--- config.mk ---
export PLATFORM = sky130hd
export DESIGN_NAME = rtp_jpeg_packetizer_core
export DESIGN_NICKNAME = d
export VERILOG_FILES = /design/src/rtl/rjp_pkg.sv /design/src/rtl/rtp_jpeg_packetizer_core.sv
export SDC_FILE = /design/constraint.sdc
export NUM_CORES = 2
export LEC_CHECK = 0
export BUFFER_PORTS_ARGS = -buffer_cell sky130_fd_sc_hd__buf_2
export CORE_MARGIN = 10
export CORE_UTILIZATION = 55
export DETAILED_ROUTE_END_ITERATION = 10
export PLACE_DENSITY = 0.71
export SLEW_MARGIN = 20
export SYNTH_ARGS = -nofsm -noshare
export SYNTH_HDL_FRONTEND = slang
export SYNTH_SLANG_ARGS = --single-unit
export TNS_END_PERCENT = 30
--- constraint.sdc ---
create_clock -name clk -period 7.7 [get_ports clk]
set_input_delay 1.54 -clock clk [delete_from_list [all_inputs] [get_ports clk]]
set_output_delay 1.54 -clock clk [all_outputs]
set_load 0.02 [all_outputs]
--- src/rtl/rjp_pkg.sv ---
`timescale 1ns / 1ps
// ----------------------------------------------------------------------------
// rjp_pkg
// Shared types, constants and the control store of the RTP/JPEG packetiser.
// ----------------------------------------------------------------------------
package rjp_pkg;

    // quantisation block and word packing
    localparam int QUANT_BYTES   = 128;
    localparam int QADDR_W       = $clog2(QUANT_BYTES);
    localparam int WORD_BYTES    = 8;
    localparam int CNT_W         = 4;

    // header lengths on the JPEG side of a packet
    localparam int JPEG_HDR_BYTES  = 8;
    localparam int QUANT_HDR_BYTES = 4;
    localparam int FIRST_HDR_BYTES = JPEG_HDR_BYTES + QUANT_HDR_BYTES + QUANT_BYTES;

    // header byte constants
    localparam logic [7:0] RTP_VERSION_BYTE = 8'h80;
    localparam logic [7:0] PT_JPEG          = 8'd26;
    localparam logic [7:0] JPEG_Q           = 8'd255;
    localparam logic [7:0] JPEG_TYPE        = 8'h01;
    localparam logic [7:0] RESTART_FLAG     = 8'h40;
    localparam logic [7:0] QLEN_HI          = 8'((QUANT_BYTES >> 8) & 8'hFF);
    localparam logic [7:0] QLEN_LO          = 8'(QUANT_BYTES & 8'hFF);

    // configuration register indexes
    localparam logic [1:0] CFG_CAPACITY = 2'd0;
    localparam logic [1:0] CFG_WIDTH    = 2'd1;
    localparam logic [1:0] CFG_HEIGHT   = 2'd2;
    localparam logic [1:0] CFG_RESTART  = 2'd3;

    // configuration reset values
    localparam logic [15:0] CAPACITY_RST = 16'd1400;
    localparam logic [10:0] WIDTH_RST    = 11'd640;
    localparam logic [10:0] HEIGHT_RST   = 11'd480;

    // request kinds
    localparam logic REQ_QUANT = 1'b0;
    localparam logic REQ_DATA  = 1'b1;

    // byte source selected by a control word
    typedef enum logic [3:0] {
        SRC_NONE,
        SRC_CONST,
        SRC_MARK_PT,
        SRC_SEQ_HI,
        SRC_SEQ_LO,
        SRC_OFF_HI,
        SRC_OFF_MID,
        SRC_OFF_LO,
        SRC_TYPE,
        SRC_WIDTH,
        SRC_HEIGHT,
        SRC_QUANT,
        SRC_DATA
    } src_t;

    // sequencing of a control word
    typedef enum logic [1:0] {
        BR_NEXT,
        BR_NOTFIRST,
        BR_QLOOP,
        BR_DONE
    } br_t;

    typedef logic [4:0] step_t;

    // step addresses
    localparam step_t STEP_IDLE  = 5'd0;
    localparam step_t STEP_SETUP = 5'd1;
    localparam step_t STEP_HDR   = 5'd2;
    localparam step_t STEP_QPRE  = 5'd22;
    localparam step_t STEP_QLOOP = 5'd26;
    localparam step_t STEP_DATA  = 5'd27;

    typedef struct packed {
        src_t       src;
        logic [7:0] konst;
        br_t        br;
        step_t      target;
        logic       tail;     // may carry the final word of a header burst
    } uword_t;

    // control store: one word per step
    function automatic uword_t ucode_rom(step_t pc);
        uword_t w;
        w = '{src: SRC_NONE, konst: 8'h00, br: BR_DONE, target: STEP_IDLE, tail: 1'b0};
        unique case (pc) inside
            STEP_SETUP:      w = '{SRC_NONE,    8'h00,            BR_NEXT,     STEP_IDLE, 1'b0};
            STEP_HDR + 5'd0: w = '{SRC_CONST,   RTP_VERSION_BYTE, BR_NEXT,     STEP_IDLE, 1'b0};
            STEP_HDR + 5'd1: w = '{SRC_MARK_PT, 8'h00,            BR_NEXT,     STEP_IDLE, 1'b0};
            STEP_HDR + 5'd2: w = '{SRC_SEQ_HI,  8'h00,            BR_NEXT,     STEP_IDLE, 1'b0};
            STEP_HDR + 5'd3: w = '{SRC_SEQ_LO,  8'h00,            BR_NEXT,     STEP_IDLE, 1'b0};
            [STEP_HDR + 5'd4 : STEP_HDR + 5'd12]:
                             w = '{SRC_CONST,   8'h00,            BR_NEXT,     STEP_IDLE, 1'b0};
            STEP_HDR + 5'd13: w = '{SRC_OFF_HI, 8'h00,            BR_NEXT,     STEP_IDLE, 1'b0};
            STEP_HDR + 5'd14: w = '{SRC_OFF_MID, 8'h00,           BR_NEXT,     STEP_IDLE, 1'b0};
            STEP_HDR + 5'd15: w = '{SRC_OFF_LO, 8'h00,            BR_NEXT,     STEP_IDLE, 1'b1};
            STEP_HDR + 5'd16: w = '{SRC_TYPE,   8'h00,            BR_NEXT,     STEP_IDLE, 1'b0};
            STEP_HDR + 5'd17: w = '{SRC_CONST,  JPEG_Q,           BR_NEXT,     STEP_IDLE, 1'b0};
            STEP_HDR + 5'd18: w = '{SRC_WIDTH,  8'h00,            BR_NEXT,     STEP_IDLE, 1'b0};
            STEP_HDR + 5'd19: w = '{SRC_HEIGHT, 8'h00,            BR_NOTFIRST, STEP_DATA, 1'b0};
            STEP_QPRE + 5'd0: w = '{SRC_CONST,  8'h00,            BR_NEXT,     STEP_IDLE, 1'b0};
            STEP_QPRE + 5'd1: w = '{SRC_CONST,  8'h00,            BR_NEXT,     STEP_IDLE, 1'b0};
            STEP_QPRE + 5'd2: w = '{SRC_CONST,  QLEN_HI,          BR_NEXT,     STEP_IDLE, 1'b0};
            STEP_QPRE + 5'd3: w = '{SRC_CONST,  QLEN_LO,          BR_NEXT,     STEP_IDLE, 1'b0};
            STEP_QLOOP:      w = '{SRC_QUANT,   8'h00,            BR_QLOOP,    STEP_IDLE, 1'b1};
            STEP_DATA:       w = '{SRC_DATA,    8'h00,            BR_DONE,     STEP_IDLE, 1'b0};
            default:         w = '{SRC_NONE,    8'h00,            BR_DONE,     STEP_IDLE, 1'b0};
        endcase
        return w;
    endfunction

endpackage

--- src/rtl/rtp_jpeg_packetizer_core.sv ---
`timescale 1ns / 1ps
// ----------------------------------------------------------------------------
// rtp_jpeg_packetizer_core
// Cuts a JPEG frame into RTP/JPEG packets and packs them into 64-bit words.
// ----------------------------------------------------------------------------
// Input stream: quant-table loads (tuser 0) and frame bytes (tuser 1), one
// request a beat. Quant loads go into a 128-byte table and produce nothing.
// Output stream: 64-bit words, first packet byte in bits 63:56, with the
// byte count and a last-of-request flag in tuser and tlast on a packet's
// final word. Configuration is a plain write port; the user must write it
// only while idle, the block does not enforce it. Frame bytes in an open
// packet, quant loads and out-of-frame bytes stream at one per clock unless
// the output stalls. A byte that opens a packet starts the microcoded header
// sequencer: one header byte per cycle unless the output stalls; on a frame's
// first packet it also walks the quant table. The input is not ready while
// the sequencer runs or while a finished word waits and the receiver stalls;
// a stalled output freezes the sequencer on the word that would overwrite it.
// Output words appear in the cycle after the byte that completes them. Reset
// clears the sequence number, offsets, packing state and the output valid and
// loads the default configuration; the quant table is not cleared.
// ----------------------------------------------------------------------------
module rtp_jpeg_packetizer_core
(
    input  logic        clk,
    input  logic        rst_n,

    input  logic        cfg_we,
    input  logic [1:0]  cfg_index,
    input  logic [15:0] cfg_data,

    input  logic        s_tvalid,
    output logic        s_tready,
    // table_index [6:0], byte_value [14:7], frame_length [38:15], zero [39]
    input  logic [39:0] s_tdata,
    // req_type [0]
    input  logic        s_tuser,

    output logic        m_tvalid,
    input  logic        m_tready,
    // out_word [63:0]
    output logic [63:0] m_tdata,
    // valid_bytes [3:0], last_of_run [4]
    output logic [4:0]  m_tuser,
    output logic        m_tlast
);

    localparam int ACC_W = 8 * rjp_pkg::WORD_BYTES;

    // input fields
    logic [rjp_pkg::QADDR_W-1:0] in_index;
    logic [7:0]                  in_byte;
    logic [23:0]                 in_flen;

    assign in_index = s_tdata[6:0];
    assign in_byte  = s_tdata[14:7];
    assign in_flen  = s_tdata[38:15];

    // configuration
    logic [15:0] cap_reg;
    logic [10:0] width_reg;
    logic [10:0] height_reg;
    logic [15:0] restart_reg;

    // packet state
    logic [15:0] seq_reg,  seq_next;
    logic [23:0] fo_reg,   fo_next;
    logic [15:0] fill_reg, fill_next;
    logic        first_reg, first_next;

    // header run state
    logic [23:0] diff_reg, diff_next;
    logic        mark_reg, mark_next;
    logic        end_reg,  end_next;
    logic        endf_reg, endf_next;
    logic [7:0]  byte_reg, byte_next;

    // sequencer
    rjp_pkg::step_t pc_reg, pc_next;
    rjp_pkg::uword_t uw;

    // quant table
    logic [7:0]                  quant_mem [rjp_pkg::QUANT_BYTES];
    logic [7:0]                  q_rdata_reg;
    logic [rjp_pkg::QADDR_W-1:0] q_addr_reg, q_addr_next;
    logic                        q_last;

    // word packing
    logic [ACC_W-1:0]          acc_reg, acc_next;
    logic [rjp_pkg::CNT_W-1:0] cnt_reg, cnt_next;

    // output register
    logic                      m_valid_reg, m_valid_next;
    logic [ACC_W-1:0]          m_word_reg;
    logic [rjp_pkg::CNT_W-1:0] m_bytes_reg;
    logic                      m_eop_reg;
    logic                      m_lor_reg;

    // handshake
    logic out_free;
    logic s_accept;

    // push path
    logic                      push_req;
    logic                      push_en;
    logic [7:0]                push_byte;
    logic                      push_last;
    logic                      push_lor;
    logic                      emit;
    logic                      flush_emit;
    logic                      go;
    logic [5:0]                shift_amt;
    logic [ACC_W-1:0]          acc_ins;
    logic [rjp_pkg::CNT_W-1:0] cnt_inc;

    // fast path decode
    logic        in_range;
    logic        fast_endf;
    logic        fast_endr;
    logic        fast_end;
    logic [7:0]  hdr_len;
    logic        cap_small;
    logic [24:0] mark_sum;
    logic [16:0] fill_sum;

    assign out_free = !m_valid_reg || m_tready;
    assign s_tready = (pc_reg == rjp_pkg::STEP_IDLE) && out_free;
    assign s_accept = s_tvalid && s_tready;

    assign uw     = rjp_pkg::ucode_rom(pc_reg);
    assign q_last = (q_addr_reg == rjp_pkg::QADDR_W'(rjp_pkg::QUANT_BYTES - 1));

    // header length and capacity test for the open packet
    assign hdr_len   = first_reg ? 8'(rjp_pkg::FIRST_HDR_BYTES)
                                 : 8'(rjp_pkg::JPEG_HDR_BYTES);
    assign cap_small = (cap_reg <= {8'd0, hdr_len});

    // frame byte inside an open packet
    assign in_range  = (fo_reg < in_flen);
    assign fast_endf = ((fo_reg + 24'd1) == in_flen);
    assign fill_sum  = {1'b0, fill_reg} + {9'd0, hdr_len} + 17'd1;
    assign fast_endr = cap_small || (fill_sum >= {1'b0, cap_reg});
    assign fast_end  = fast_endf || fast_endr;

    // marker test at packet open
    assign mark_sum = {1'b0, diff_reg} + {17'd0, hdr_len};

    // byte source and push request
    always_comb
    begin
        push_req  = 1'b0;
        push_byte = 8'h00;
        push_last = 1'b0;
        push_lor  = 1'b0;
        if (pc_reg == rjp_pkg::STEP_IDLE)
        begin
            push_req  = s_accept && (s_tuser == rjp_pkg::REQ_DATA) && in_range
                        && (fill_reg != 16'd0);
            push_byte = in_byte;
            push_last = fast_end;
            push_lor  = 1'b1;
        end
        else
        begin
            push_req = (uw.src != rjp_pkg::SRC_NONE);
            case (uw.src)
                rjp_pkg::SRC_CONST:   push_byte = uw.konst;
                rjp_pkg::SRC_MARK_PT: push_byte = {mark_reg, rjp_pkg::PT_JPEG[6:0]};
                rjp_pkg::SRC_SEQ_HI:  push_byte = seq_reg[15:8];
                rjp_pkg::SRC_SEQ_LO:  push_byte = seq_reg[7:0];
                rjp_pkg::SRC_OFF_HI:  push_byte = fo_reg[23:16];
                rjp_pkg::SRC_OFF_MID: push_byte = fo_reg[15:8];
                rjp_pkg::SRC_OFF_LO:  push_byte = fo_reg[7:0];
                rjp_pkg::SRC_TYPE:    push_byte = rjp_pkg::JPEG_TYPE
                                        | ((restart_reg != 16'd0) ? rjp_pkg::RESTART_FLAG
                                                                  : 8'h00);
                rjp_pkg::SRC_WIDTH:   push_byte = width_reg[10:3];
                rjp_pkg::SRC_HEIGHT:  push_byte = height_reg[10:3];
                rjp_pkg::SRC_QUANT:   push_byte = q_rdata_reg;
                rjp_pkg::SRC_DATA:    push_byte = byte_reg;
                default:              push_byte = 8'h00;
            endcase
            if (uw.src == rjp_pkg::SRC_DATA)
            begin
                push_last = end_reg;
                push_lor  = 1'b1;
            end
            else
            begin
                push_last = 1'b0;
                // the header's final word is last of the request when the data
                // byte that follows leaves its word open
                push_lor  = uw.tail && !end_reg
                            && ((uw.src == rjp_pkg::SRC_QUANT) ? q_last : !first_reg);
            end
        end
    end

    // packing datapath
    assign shift_amt = {3'd7 - cnt_reg[2:0], 3'b000};
    assign acc_ins   = acc_reg | ({{(ACC_W-8){1'b0}}, push_byte} << shift_amt);
    assign cnt_inc   = cnt_reg + rjp_pkg::CNT_W'(1);

    // stall on a word that has nowhere to go
    assign go      = !(push_req && (push_last
                       || (cnt_reg == rjp_pkg::CNT_W'(rjp_pkg::WORD_BYTES - 1))))
                     || out_free;
    assign push_en = push_req && go;
    assign emit    = push_en && (push_last
                     || (cnt_reg == rjp_pkg::CNT_W'(rjp_pkg::WORD_BYTES - 1)));

    // out-of-frame byte closes an open packet
    assign flush_emit = s_accept && (s_tuser == rjp_pkg::REQ_DATA) && !in_range
                        && (fill_reg != 16'd0);

    // sequencer and packet state
    always_comb
    begin
        pc_next     = pc_reg;
        seq_next    = seq_reg;
        fo_next     = fo_reg;
        fill_next   = fill_reg;
        first_next  = first_reg;
        diff_next   = diff_reg;
        mark_next   = mark_reg;
        end_next    = end_reg;
        endf_next   = endf_reg;
        byte_next   = byte_reg;
        q_addr_next = q_addr_reg;
        acc_next    = acc_reg;
        cnt_next    = cnt_reg;

        if (pc_reg == rjp_pkg::STEP_IDLE)
        begin
            if (s_accept && (s_tuser == rjp_pkg::REQ_DATA))
            begin
                if (!in_range)
                begin
                    fo_next   = 24'd0;
                    fill_next = 16'd0;
                end
                else if (fill_reg != 16'd0)
                begin
                    fo_next   = fast_endf ? 24'd0 : fo_reg + 24'd1;
                    fill_next = fast_end ? 16'd0 : fill_reg + 16'd1;
                end
                else
                begin
                    byte_next = in_byte;
                    diff_next = in_flen;
                    pc_next   = rjp_pkg::STEP_SETUP;
                end
            end
        end
        else
        begin
            // packet open: distance to frame end and first-packet flag
            if (pc_reg == rjp_pkg::STEP_SETUP)
            begin
                diff_next  = diff_reg - fo_reg;
                first_next = (fo_reg == 24'd0);
            end
            // marker and end flags, ready before the marker byte
            if (pc_reg == rjp_pkg::STEP_HDR)
            begin
                endf_next = (diff_reg == 24'd1);
                end_next  = (diff_reg == 24'd1) || fast_endr;
                mark_next = cap_small ? (diff_reg == 24'd1)
                                      : (mark_sum <= {9'd0, cap_reg});
            end

            // quant read address runs ahead of the registered read data
            if (pc_reg != rjp_pkg::STEP_QLOOP)
                q_addr_next = '0;
            else if (go)
                q_addr_next = q_addr_reg + rjp_pkg::QADDR_W'(1);

            if (go)
            begin
                unique case (uw.br)
                    rjp_pkg::BR_NEXT:     pc_next = pc_reg + 5'd1;
                    rjp_pkg::BR_NOTFIRST: pc_next = first_reg ? pc_reg + 5'd1 : uw.target;
                    rjp_pkg::BR_QLOOP:    pc_next = q_last ? pc_reg + 5'd1 : pc_reg;
                    rjp_pkg::BR_DONE:     pc_next = rjp_pkg::STEP_IDLE;
                    default:              pc_next = rjp_pkg::STEP_IDLE;
                endcase
                if (uw.src == rjp_pkg::SRC_DATA)
                begin
                    seq_next  = seq_reg + 16'd1;
                    fo_next   = endf_reg ? 24'd0 : fo_reg + 24'd1;
                    fill_next = end_reg ? 16'd0 : 16'd1;
                end
            end
        end

        // word accumulator
        if (emit || flush_emit)
        begin
            acc_next = '0;
            cnt_next = '0;
        end
        else if (push_en)
        begin
            acc_next = acc_ins;
            cnt_next = cnt_inc;
        end
    end

    // output valid
    always_comb
    begin
        if (emit || flush_emit)
            m_valid_next = 1'b1;
        else if (m_tready)
            m_valid_next = 1'b0;
        else
            m_valid_next = m_valid_reg;
    end

    // control registers
    always_ff @(posedge clk or negedge rst_n)
    begin
        if (!rst_n)
        begin
            pc_reg      <= rjp_pkg::STEP_IDLE;
            seq_reg     <= 16'd0;
            fo_reg      <= 24'd0;
            fill_reg    <= 16'd0;
            first_reg   <= 1'b0;
            mark_reg    <= 1'b0;
            end_reg     <= 1'b0;
            endf_reg    <= 1'b0;
            q_addr_reg  <= '0;
            acc_reg     <= '0;
            cnt_reg     <= '0;
            m_valid_reg <= 1'b0;
        end
        else
        begin
            pc_reg      <= pc_next;
            seq_reg     <= seq_next;
            fo_reg      <= fo_next;
            fill_reg    <= fill_next;
            first_reg   <= first_next;
            mark_reg    <= mark_next;
            end_reg     <= end_next;
            endf_reg    <= endf_next;
            q_addr_reg  <= q_addr_next;
            acc_reg     <= acc_next;
            cnt_reg     <= cnt_next;
            m_valid_reg <= m_valid_next;
        end
    end

    // configuration registers
    always_ff @(posedge clk or negedge rst_n)
    begin
        if (!rst_n)
        begin
            cap_reg     <= rjp_pkg::CAPACITY_RST;
            width_reg   <= rjp_pkg::WIDTH_RST;
            height_reg  <= rjp_pkg::HEIGHT_RST;
            restart_reg <= 16'd0;
        end
        else if (cfg_we)
        begin
            unique case (cfg_index)
                rjp_pkg::CFG_CAPACITY: cap_reg     <= cfg_data;
                rjp_pkg::CFG_WIDTH:    width_reg   <= cfg_data[10:0];
                rjp_pkg::CFG_HEIGHT:   height_reg  <= cfg_data[10:0];
                rjp_pkg::CFG_RESTART:  restart_reg <= cfg_data;
                default:               restart_reg <= restart_reg;
            endcase
        end
    end

    // payload registers
    always_ff @(posedge clk)
    begin
        diff_reg <= diff_next;
        byte_reg <= byte_next;
        if (emit)
        begin
            m_word_reg  <= acc_ins;
            m_bytes_reg <= cnt_inc;
            m_eop_reg   <= push_last;
            m_lor_reg   <= push_lor;
        end
        else if (flush_emit)
        begin
            m_word_reg  <= acc_reg;
            m_bytes_reg <= cnt_reg;
            m_eop_reg   <= 1'b1;
            m_lor_reg   <= 1'b1;
        end
    end

    // quant table, registered read
    always_ff @(posedge clk)
    begin
        if (s_accept && (s_tuser == rjp_pkg::REQ_QUANT))
            quant_mem[in_index] <= in_byte;
        q_rdata_reg <= quant_mem[q_addr_next];
    end

    assign m_tvalid = m_valid_reg;
    assign m_tdata  = m_word_reg;
    assign m_tuser  = {m_lor_reg, m_bytes_reg};
    assign m_tlast  = m_eop_reg;

endmodule

* Yosys cells after proc, flatten, opt, wreduce, memory -nomap -nowiden
Memory sizes are Yosys's and may differ from the RTL's. A register that Yosys moved wholly into a read port is not among the register bits.
Cells that the tools add are included.
** Operators by class
- Add/sub/neg operators :: 11
- Order comparisons :: 6
- Equal/unequal tests :: 46
- Shift-type cells :: 1
- Mux-type cells :: 59
- Bitwise logic cells :: 4
- Reductions and logical operators :: 52
** Operators by type and width (number)
- $mux 24 :: 13
- $pmux 20 s15 :: 1
- $mux 64 :: 4
- $mux 16 :: 7
- $pmux 8 s12 :: 1
- $or 64x64->64 :: 1
- $shl 8x6->64 :: 1
- $eq 5x5->1 const B :: 12
- $mux 5 :: 7
- $add 16x1->16 const B :: 2
- $reduce_bool 16->1 :: 2
- $mux 7 :: 4
- $add 24x8->25 :: 1
- $le 25x16->1 :: 1
- $add 24x1->24 const B :: 1
- $eq 24x1->1 const B :: 1
- $eq 24x24->1 :: 1
- $logic_not 24->1 :: 1
- $lt 24x24->1 :: 1
- $sub 24x24->24 :: 1
- $eq 4x3->1 const B :: 5
- $eq 4x4->1 const B :: 5
- $pmux 5 s4 :: 1
- $add 16x8->17 :: 1
- 40 further kinds :: 104
** Word-level totals
- Register bits :: 297
- RAM bits :: 1024
- Bits of input ports :: 64
- Output and inout port bits :: 72
- Logic and storage cells :: 202
- Memories :: 1
** Memory list
- quant_mem :: words 128, bits a word 8, read ports 1, clocked after memory_dff 1, wr ports 1, line rtp_jpeg_packetizer_core.sv:82 : logic [7:0] quant_mem [rjp_pkg::QUANT_BYTES];

* Depth between registers and ports, before layout
- Depth in word-level cells :: 15
- Depth in mapped cells :: 22
- Depth with buffers taken out :: 19

* Worst setup path before layout
OpenSTA, ideal clock, no wires.
- Kind :: input -> register
- Start :: input port s_tdata[20]
- End :: register m_bytes_reg[0] in the netlist's numbering (enable)
- Setup time :: 0.399 ns
- Arrival :: 4.713 ns
- Setup slack :: 2.588 ns
- Stages on the path :: 11
- Cell sequence :: xnor2_1 or3_1 a211oi_1 o2111ai_1 a2111o_1 or4_1 o21bai_2 a22oi_2 a211oi_2 or2_2 buf_2
** On the way
- Word-level cells in the longest chain between the ends :: 10
** RTL lines
- start: declaration :: line rtp_jpeg_packetizer_core.sv:34 : input logic [39:0] s_tdata,
- $lt 24x24->1 or $eq 24x24->1 (tied branches) :: line rtp_jpeg_packetizer_core.sv:138, rtp_jpeg_packetizer_core.sv:139
- $logic_and 1x1->1 or $logic_or 1x1->1 (tied branches) :: line rtp_jpeg_packetizer_core.sv:156, rtp_jpeg_packetizer_core.sv:142
- $logic_and 1x1->1 or $mux 1 (tied branches) :: line rtp_jpeg_packetizer_core.sv:157, rtp_jpeg_packetizer_core.sv:154
- $mux 1 or $logic_or 1x1->1 (tied branches) :: line rtp_jpeg_packetizer_core.sv:154, rtp_jpeg_packetizer_core.sv:205, rtp_jpeg_packetizer_core.sv:209
- $logic_and 1x1->1 :: line rtp_jpeg_packetizer_core.sv:204 : assign go = !(push_req && (push_last
- $logic_not 1->1 :: line rtp_jpeg_packetizer_core.sv:204
- $logic_or 1x1->1 :: line rtp_jpeg_packetizer_core.sv:206 : || out_free;
- $logic_and 1x1->1 :: line rtp_jpeg_packetizer_core.sv:207 : assign push_en = push_req && go;
- $logic_and 1x1->1 :: line rtp_jpeg_packetizer_core.sv:208 : assign emit = push_en && (push_last
- $reduce_bool 2->1 (no source line) (*)
- end signal: assignment :: line rtp_jpeg_packetizer_core.sv:384 : m_bytes_reg <= cnt_inc;
- end signal: assignment :: line rtp_jpeg_packetizer_core.sv:391 : m_bytes_reg <= cnt_reg;
- end: declaration :: line rtp_jpeg_packetizer_core.sv:94 : logic [rjp_pkg::CNT_W-1:0] m_bytes_reg;
Every way passes the cells marked *; elsewhere a longest branch is shown, timed or not.
A chain may end at the register's enable or synchronous reset.

* Worst setup path after layout
- Start :: register pc_reg[4]
- End :: register q_rdata_reg[0], read port of quant_mem
** On the way
- Word-level cells in the longest chain between the ends :: 14
** RTL lines
- start: declaration :: line rtp_jpeg_packetizer_core.sv:78 : rjp_pkg::step_t pc_reg, pc_next;
- start signal: assignment :: line rtp_jpeg_packetizer_core.sv:324 : pc_reg <= rjp_pkg::STEP_IDLE;
- start signal: assignment :: line rtp_jpeg_packetizer_core.sv:339 : pc_reg <= pc_next;
- $ge 5x3->1 (not written as such) or $le 5x4->1 (tied branches) :: line rtp_jpeg_packetizer_core.sv:129 : assign uw = rjp_pkg::ucode_rom(pc_reg);
- $logic_and 1x1->1 (not written as such) :: line rtp_jpeg_packetizer_core.sv:129
- $reduce_or 4->1 (no source line)
- $pmux 20 s15 :: line rjp_pkg.sv:90 : unique case (pc) inside
- $eq 4x4->1 :: line rtp_jpeg_packetizer_core.sv:182 : if (uw.src == rjp_pkg::SRC_DATA)
- $mux 1 :: line rtp_jpeg_packetizer_core.sv:182
- $mux 1 :: line rtp_jpeg_packetizer_core.sv:154 : if (pc_reg == rjp_pkg::STEP_IDLE)
- $logic_or 1x1->1 :: line rtp_jpeg_packetizer_core.sv:205 : || (cnt_reg == rjp_pkg::CNT_W'(rjp_pkg::WORD_BYTES - 1))))
- $logic_and 1x1->1 :: line rtp_jpeg_packetizer_core.sv:204
- $logic_not 1->1 :: line rtp_jpeg_packetizer_core.sv:204
- $logic_or 1x1->1 :: line rtp_jpeg_packetizer_core.sv:206
- $mux 7 :: line rtp_jpeg_packetizer_core.sv:274 : else if (go)
- $mux 7 :: line rtp_jpeg_packetizer_core.sv:272 : if (pc_reg != rjp_pkg::STEP_QLOOP)
- $mux 7 (*) :: line rtp_jpeg_packetizer_core.sv:232 : if (pc_reg == rjp_pkg::STEP_IDLE)
- end: declaration :: line rtp_jpeg_packetizer_core.sv:83 : logic [7:0] q_rdata_reg;
Marked as above.

==> metrics.txt <==
number of synthesized flops with an enable pin=1,126; Post-Synth XOR/XNOR Area=0.0136; Tmin final=6.19 ns; register area share after synthesis=0.661; share of layout cells above drive strength 1=0.112; CTS buffer count=138; GRT overflow=0; CTS resizes=0; clk_lat worst skew=0.76 ns; cell count after synthesis=4,634; Post-CTS Setup Bufs=0; Die Y-Extent=346 um; worst IR drop on VDD=254 uV; post-synthesis compound-gate area fraction=0.113; Avg Cell Area, Syn=12.6 sq um; Final ANT Viol Nets=0; Pre-antenna DRT Iters=8; clock sink count=1,323; Worst Tran Pin Value=1.19 ns; CP required=8.40 ns; DR iter-0 viols=4,842; max-slew violation count=0; Post-Synth Simple-Gate Area=0.127; leakage power=23.2 nW; clock-pin slew on the worst setup and hold paths=0.06 ns; Wirelength per Cell=25.4 um; CTS tree=yes; Final TNS setup=0 ns; Post-DP Area=60,500 sq um; Total Nets Final=4,864; Post-Route WL=158,000 um; Period Utilization, post-route=0.804; Clock Skews=0.0356 ns; width of the die=346 um; WP data arrival=6.89 ns; CP max FO=100; Area Overhead vs Synth=10.6%; Ys Warns=0; max reg flops=1,024; GRT Total Usage=0.255; highest clock rate=162 MHz; DP Wirelength=100,000 um; top_reg_cell synth=edfxtp_1; root buf cell=clkbuf_16; RSZ-0062 raised after global routing=false; DRC=0; Initial Utilization=0.555; Fillers=7,969; mux contribution to synthesized area=0.0344; Post-Synth Adder-Cell Area=0.0213; dpl ws=1.33 ns; Pwr Density=291 nW/um^2; largest family of logic cells by synthesized area=simple AND/OR/NAND/NOR gates; post-layout util=0.614; non-filler instance count after layout=6,204; Longest Clk Path Bufs=3; DR vias=39,808; antenna violations before repair=5; Slew headroom=0.201; crit start category=flop; async set-reset flop share out of synthesis=0.143; Power Total=18.9 mW; status=completed; IO Count=136; max-cap viol count=0; CTS H-tree lvls=4; vias in the first global route=38,292; Cell variety after synth=99; worst hold path class=flop to flop; Core ar.=106,000 sq um; largest net degree at the start of global routing=159; die area=120,000 sq um; endpoints failing setup=0; worst setup path category=flop to flop; first-pass GRT wire length=236,000 um; hold_buf cts=0; final hold vios=0; average vias per placed instance=6.42; # rows=119; syn_nets=4,797; placed cells=5,952; Setup WS post-layout=1.51 ns; GP Congestion=0.930; Final Cell Area=64,800 sq um; number of port buffers=134; worst hold margin=0.479 ns; Yosys reg bits=1,323; nature of the critical path endpoint=flop; Post-Syn Area=58,600 sq um
[layer usage]
layer,share of wire,vias to the layer above,GRT usage
met1,0.39,19651,0.337
li1,-,17741,-
met5,0,-,0
met3,0.090,357,0.0476
met2,0.48,2059,0.414
met4,0.041,0,0.106
[placed cells by master, fill, tap and decap left out, drive strengths merged, types with 16 or more instances in the layout]
master	synthesis	final
and2	23	23
o31ai	18	18
mux2	47	47
mux2i	146	146
ha	98	98
edfxtp	1126	1126
o21ai	199	199
nor4	40	40
a211oi	143	143
nand2	589	589
a32oi	55	55
a31oi	168	168
inv	93	98
a21o	72	72
xor2	42	42
xnor2	49	49
nand2b	17	17
nand4	48	48
dfrtp	177	177
nand3	228	228
clkbuf	169	177
a21oi	113	113
or4	16	16
a32o	17	17
buf	131	226
nor2	327	327
and3	127	127
o22ai	18	18
nor2b	38	38
a22oi	23	23
clkinv	1	67
nor3	38	38
[area by class of cell]
cell class	count	area (sq um)	area share
clock inverter	75	571	0.00881
antenna	1	2.50	0.0000386
clock buffer	176	3700	0.0571
inverter	94	364	0.00562
tap	1391	1740	0.0269
sequential	1323	38700	0.598
timing repair buffer	227	1490	0.0229
multi-input combinational	2917	18200	0.281
[synth_stat cells (37+ instances only)]
cell type	number	share of area
a211oi_1	139	0.018
a21o_1	72	0.0092
a21oi_1	111	0.0095
a31oi_1	168	0.018
a32oi_1	55	0.0082
and3_1	127	0.014
buf_2	87	0.0074
clkbuf_1	167	0.011
dfrtp_1	177	0.076
edfxtp_1	1126	0.58
ha_1	98	0.021
inv_1	88	0.0056
mux2_2	47	0.0090
mux2i_1	144	0.025
nand2_1	588	0.038
nand3_1	228	0.019
nand4_1	45	0.0048
nor2_1	321	0.021
nor2b_1	38	0.0041
nor4_1	37	0.0040
o21ai_0	194	0.017
xnor2_1	49	0.0073
xor2_1	42	0.0063
[where the power goes]
part           switching (mW)  internal [mW]
Clock                    2.78           3.53
Combinational            2.64           1.33
Sequential              0.376           8.23
Total                    5.79           13.1
[worst max-delay path: stages, from the launching register on]
cell,delay [ns]
dfrtp_1,0.78
inv_1,0.23
ha_1,0.31
a311o_1,0.32
nor2_1,0.44
nand4_2,0.30
a211oi_2,0.83
nor2_4,0.12
inv_6,0.71
buf_12,0.37
nand2_1,0.12
nand3_1,0.12
a31oi_1,0.17
nor4_1,1.00
or4_1,0.22
[logic make-up (layout without fill, tap and decap cells)]
| family | count (synthesis) | after routing |
|---|---|---|
| other | 0 | 1 |
| multiplexers | 193 | 193 |
| adder cells (fa/ha/maj) | 99 | 99 |
| XOR/XNOR | 91 | 91 |
| AO/OA/AOI/OAI | 967 | 967 |
| flip-flops | 1323 | 1323 |
| buffers and inverters | 394 | 572 |
| AND/OR/NAND/NOR | 1567 | 1567 |
[worst paths after layout]
| check | endpoint | depth (start not counted) | slack [ns] | startpoint |
|---|---|---|---|---|
| worst max-delay path | q_rdata_reg[0]$_DFF_P_ | 14 | 1.51 | pc_reg[4]$_DFFE_PN0P_ |
| worst min-delay path | endf_reg$_DFFE_PN0P_ | 1 | 0.48 | endf_reg$_DFFE_PN0P_ |
| worst max register to register | q_rdata_reg[0]$_DFF_P_ | 14 | 1.51 | pc_reg[4]$_DFFE_PN0P_ |
| worst min register to register | endf_reg$_DFFE_PN0P_ | 1 | 0.48 | endf_reg$_DFFE_PN0P_ |
| max in group asynchronous | acc_reg[43]$_DFFE_PN0P_ | 2 | 5.77 | rst_n |
| min in group asynchronous | fill_reg[14]$_DFFE_PN0P_ | 1 | 0.71 | rst_n |
No activity file was read; power rests on OpenSTA's default activity.
